--- src/hw/rtl/pls_pkg.sv ---
// Package of the positional list store: field widths, command and status
// codes, sequencer states and the control bundle broadcast to the cells.
package pls_pkg;

  localparam int CMD_W = 3;
  localparam int POS_W = 5;
  localparam int VAL_W = 32;
  localparam int CNT_W = 5;
  localparam int ST_W  = 3;

  typedef enum logic [CMD_W-1:0] {
    CMD_INS_POS  = 3'd0,
    CMD_INS_SORT = 3'd1,
    CMD_DEL_POS  = 3'd2,
    CMD_DEL_VAL  = 3'd3,
    CMD_READ     = 3'd4
  } pls_cmd_t;

  typedef enum logic [ST_W-1:0] {
    ST_OK      = 3'd0,
    ST_FULL    = 3'd1,
    ST_EMPTY   = 3'd2,
    ST_BADPOS  = 3'd3,
    ST_MISSING = 3'd4
  } pls_status_t;

  typedef enum logic [1:0] {
    S_IDLE,
    S_EVAL,
    S_APPLY
  } pls_state_t;

  // Broadcast to every cell of the row.
  typedef struct packed {
    logic eval;   // capture compare flags
    logic ins;    // open a slot at or above the hit cell
    logic del;    // close the gap at or above the hit cell
  } pls_cell_ctl_t;

endpackage

--- src/hw/rtl/pls_cell.sv ---
// One cell of the list row: holds one entry, compares it with the command
// value and shifts from its left or right neighbor. Depends on pls_pkg.
module pls_cell import pls_pkg::*; (
  input  logic             clk,
  input  pls_cell_ctl_t    ctl,
  input  logic             in_range,
  input  logic [VAL_W-1:0] value,
  input  logic [VAL_W-1:0] left,
  input  logic [VAL_W-1:0] right,
  input  logic             ge,
  input  logic             hit,
  output logic [VAL_W-1:0] entry,
  output logic             le,
  output logic             eq
);

  logic [VAL_W-1:0] entry_r;
  logic             le_r;
  logic             eq_r;

  // Capture local compare flags; cells past the count never match
  always_ff @(posedge clk) begin
    if (ctl.eval) begin
      le_r <= in_range & ($signed(entry_r) <= $signed(value));
      eq_r <= in_range & (entry_r == value);
    end
  end

  // Load the new value, take the left neighbor on insert, the right on delete
  always_ff @(posedge clk) begin
    if (ctl.ins && ge) begin
      entry_r <= hit ? value : left;
    end else if (ctl.del && ge) begin
      entry_r <= right;
    end
  end

  assign entry = entry_r;
  assign le    = le_r;
  assign eq    = eq_r;

endmodule

--- config.mk ---
export PLATFORM = sky130hd
export DESIGN_NAME = pls_cell
export DESIGN_NICKNAME = d
export VERILOG_FILES = /design/src/hw/rtl/pls_pkg.sv /design/src/hw/rtl/pls_cell.sv
export SDC_FILE = /design/constraint.sdc
export NUM_CORES = 1
export LEC_CHECK = 0
export ABC_CLOCK_PERIOD_IN_PS = 2600
export BUFFER_PORTS_ARGS = -buffer_cell sky130_fd_sc_hd__buf_2
export CAP_MARGIN = 20
export CORE_MARGIN = 5
export CORE_UTILIZATION = 45
export DETAILED_ROUTE_END_ITERATION = 16
export GPL_TIMING_DRIVEN = 1
export PLACE_DENSITY = 0.85
export SETUP_SLACK_MARGIN = 0.4
export SKIP_LAST_GASP = 1
export SLEW_MARGIN = 20
export SYNTH_ARGS = -nofsm -noshare
export SYNTH_HDL_FRONTEND = slang
export SYNTH_SLANG_ARGS = --single-unit
--- constraint.sdc ---
create_clock -name clk -period 2.6 [get_ports clk]
set_clock_uncertainty 0.15 [all_clocks]
set_input_delay 0.26 -clock clk [delete_from_list [all_inputs] [get_ports clk]]
set_output_delay 0.26 -clock clk [all_outputs]
set_load 0.05 [all_outputs]
* After elaboration in Yosys (flattened, before gate mapping)
Index checks and enable logic that the tools add are counted.
Word-level totals: register bits after elaboration 34, input port bits 103, output and inout port bits 34, word-level logic and storage cells 13
Cells by class: magnitude comparators 1, eq/ne operators 1, multiplexer cells 3, bitwise gates (word level) 2, reduce and logical (&&, ||, !) cells 3
Operators by type and width (number):
- 32-bit two-way mux | 3
- 32-bit == test | 1
- 32-bit <= comparator | 1
- 1-bit bitwise AND | 2
- 1-bit logical AND | 2
- 2-bit nonzero test | 1

* Logic depth before layout (Yosys ltp)
word-level depth 3, depth in mapped cells 8, depth with buffers taken out 8

* Worst setup path after synthesis
No wires, ideal clock.
kind reg-to-reg, from register entry_r[30] (netlist: entry[30]), to register le_r (netlist: le), data pin, setup time 0.259 ns, data arrival time 2.197 ns, required time 2.191 ns, slack -0.006 ns, cell stages (with the launch flop) 8, buffers on the path 0, clock period less this slack 2.606 ns, cell sequence edfxtp_1 ha_1 a21oi_2 nand2_1 a221o_1 a211o_1 mux2i_1 a211o_1
On the way: cells in the longest elaborated chain, start to end 2
RTL lines:
- start: declaration | RTL line pls_cell.sv:17 | logic [VAL_W-1:0] entry_r;
- start signal: assignment | RTL line pls_cell.sv:32 | entry_r <= hit ? value : left;
- start signal: assignment | RTL line pls_cell.sv:34 | entry_r <= right;
- 32-bit <= comparator | RTL line pls_cell.sv:24 | le_r <= in_range & ($signed(entry_r) <= $signed(value));
- 1-bit bitwise AND | RTL line pls_cell.sv:24
- end signal: assignment | RTL line pls_cell.sv:24
- end: declaration | RTL line pls_cell.sv:18 | logic le_r;
No other way between the ends. A chain may end at the register's enable or synchronous reset.

* Worst setup path after layout
from register entry_r[25] (netlist: entry[25]), to register le_r (netlist: le), data pin
Same word-level chain as after synthesis.

==> results.sh <==
export IMPL_dpl_hpwl_um=5420
export IMPL_arrival_ns=2.17
export IMPL_max_freq_ghz=0.437
export IMPL_p_leak_nw=1.79
export IMPL_synth_area_per_cell_um2=9.57
export IMPL_clockBufferDepth=2
export IMPL_worstSkewPairLatency_ns=0.29
export IMPL_synth_cell_types=25
export IMPL_maxSlewHeadroom_pct=59.9
export IMPL_die_area_um2=7190
export IMPL_critPathSlowestCell="edfxtp_1"
export IMPL_seqCellArea_um2=1020
export IMPL_slowest_delay_ns=0.39
export IMPL_drt_iter0_markers=94
export IMPL_powerDensity_nw_per_um2=491
export IMPL_vias_per_cell=5.04
export IMPL_worstSetupStartpointType="flop"
export IMPL_cp_num_buf_inv=0
export IMPL_fin_tns_setup_ns=0
export IMPL_start_util_pct=46.0
export IMPL_cap_violations=0
export IMPL_gp_congestion=0.844
export IMPL_setup_viol=0
export IMPL_synth_warnings=0
export IMPL_io_buffer_count=136
export IMPL_drt_pass1_iter_count=4
export IMPL_slew_violations=0
export IMPL_hold_path_class="primary input to flop"
export IMPL_die_width_um=84.8
export IMPL_critical_path_cell_chain="ha_1 -> nand4_1 -> nor2_1 -> a221o_1 -> a211o_1 -> mux2i_1 -> a211o_1"
export IMPL_cp_top_family="compound AO/OA/AOI/OAI gates"
export IMPL_synth_area_leaders="edfxtp_1 (41%), ha_1 (16%), mux2i_1 (13%)"
export IMPL_numCtsBuffers=5
export IMPL_antenna_found_initial=0
export IMPL_via_count=2397
export IMPL_layout_worst_path_cycle_share_pct=88.1
export IMPL_crit_type="flop to flop"
export IMPL_grt_usage_pct=18.1
export IMPL_fillers=486
export IMPL_post_route_cell_area_um2=3460
export IMPL_gr_total_overflow=0
export IMPL_num_antenna_cells=0
export IMPL_root_buffer="clkbuf_8"
export IMPL_multi_input_area_um2=1380
export IMPL_syn_area_um2=2520
export IMPL_h_tree_depth=2
export IMPL_place_ws_ns=0.320
export IMPL_ir_worst_vdd_mv=0.328
export IMPL_crit_required_ns=2.48
export IMPL_core_um2=5470
export IMPL_placed_area_um2=3330
export IMPL_drc=0
export IMPL_clk_pin_slew_worst_paths_ns=0.08
export IMPL_rows=27
export IMPL_synthesis_nets=398
export IMPL_grt_max_degree=35
export IMPL_post_route_worst_setup_slack_ns=0.310
export IMPL_synth_cells=263
export IMPL_wl_per_cell_um=14.1
export IMPL_layout_common_cells="buf_2 (136), a21oi_1 (44), nor2_1 (37)"
export IMPL_yosysSeqAreaShare_pct=40.6
export IMPL_die_h_um=84.8
export IMPL_cp_max_fo=2
export IMPL_status="finished, final reports clean"
export IMPL_io_pins=137
export IMPL_cts_sinks=34
export IMPL_cpMostUsedCell="a211o_1"
export IMPL_yosysTopAreaCellShare_pct=40.6
export IMPL_synthToLayoutAreaGrowth_pct=37.6
export IMPL_ys_seq_elements=34
export IMPL_drive_above_1_share_pct=39.4
export IMPL_rsz0062_at_grt="yes"
export IMPL_grt_pass1_vias=2435
export IMPL_finish_net_count=538
export IMPL_end_kind="flop"
export IMPL_layout_commonest_cell="buf_2"
export IMPL_finalHoldViolations=0
export IMPL_synth_largest_area_cell="edfxtp_1"
export IMPL_cts_hold_buf=0
export IMPL_drtAntennaViolNets=0
export IMPL_tightest_slew_ns=0.602
export IMPL_grt_pass1_wl_um=10600
export IMPL_cts_tree="done"
export IMPL_wirelength_um=6730
export IMPL_fin_crit_ns=2.29
==> what timing repair did <==
action | 4_1_cts | 5_1_grt
pin swaps | 12 | 0
hold endpoints to repair | 0 | 0
endpoints found under the setup margin | 1 | 1
resized for setup | 1 | 2
setup buffers | 5 | 0
==> per-layer routing <==
layer / vias up / GRT usage (%) / wire length (µm)
met5: - / 0 / 0
met4: 0 / 6.76 / 120
met3: 13 / 4.51 / 443
met2: 76 / 33.7 / 3580
met1: 1098 / 19.5 / 2590
li1: 1210 / - / -
==> per-stage QoR <==
| stage | hold slack (ns) | util [%] | total power [mW] | cells |
|---|---|---|---|---|
| finish | 0.0352 | 63.3 | 1.70 | 476 |
| floorplan | 0.222 | - | 1.12 | 263 |
| CTS | 0.0342 | 63.1 | 1.70 | 476 |
| global route | 0.0283 | 63.3 | 1.80 | 476 |
| detailed placement | 0.332 | 60.8 | 1.32 | 463 |
| global placement | 0.332 | 60.8 | 1.30 | 463 |
==> power by group <==
group	internal (mW)	total [mW]	leakage, nW	switching [mW]
logic	0.227	0.624	1.42	0.397
clock network	0.184	0.377	0.0426	0.192
registers	0.670	0.700	0.330	0.0292
total	1.08	1.70	1.79	0.618
==> registers in the layout, indices dropped and copies added, names as in the netlist <==
name	count
entry	32
eq	1
le	1
==> Yosys cell counts <==
master and count:
o21a_1 1, inv_1 33, o21ai_0 5, nor4_1 1, nor2b_1 1, a21oi_1 45
nor4b_2 1, a211o_1 2, and2_1 1, buf_2 3, mux2i_1 33, nand4b_1 1
nor2_1 37, nand3_1 4, nand4_1 4, nor4_2 1, a21o_1 2, buf_1 3
a221o_1 1, a22oi_1 1, a21oi_2 1, ha_1 32, edfxtp_1 34, nand2_1 11
clkbuf_1 5
==> area by class of cell <==
type | instances | area share [%]
multi-input combinational | 185 | 39.9
tap | 72 | 2.60
clock buffer | 6 | 2.10
inverter | 33 | 3.58
sequential | 34 | 29.5
clock inverter | 2 | 0.253
timing repair buffer | 144 | 22.1
==> cells by family (layout without fill, tap and decap cells) <==
family                     Yosys count  count (layout)  synth area share [%]
AOI/OAI and AO/OA                   58              58                  12.6
DFF                                 34              34                  40.6
and+or+nand+nor                     62              62                  11.1
muxes                               33              33                  13.1
buffers and inverters               44             185                  6.71
adders and majority gates           32              32                  15.9
==> worst register-to-register path: stages (launching register included) <==
cell	delay (ns)
edfxtp_1	0.39
ha_1	0.33
nand4_1	0.12
nor2_1	0.06
a221o_1	0.31
a211o_1	0.30
mux2i_1	0.13
a211o_1	0.25
==> path summary, 6_finish.rpt <==
path,startpoint,endpoint,slack [ns],cells past startpoint
setup / recovery,entry[25]$_DFFE_PP_,le$_DFFE_PP_,0.31,7
hold / removal,ctl[2],eq$_DFFE_PP_,0.04,1
setup reg to reg,entry[25]$_DFFE_PP_,le$_DFFE_PP_,0.31,7
hold reg to reg,entry[4]$_DFFE_PP_,eq$_DFFE_PP_,0.78,5
Note: power is estimated with default switching activity, not from simulation.
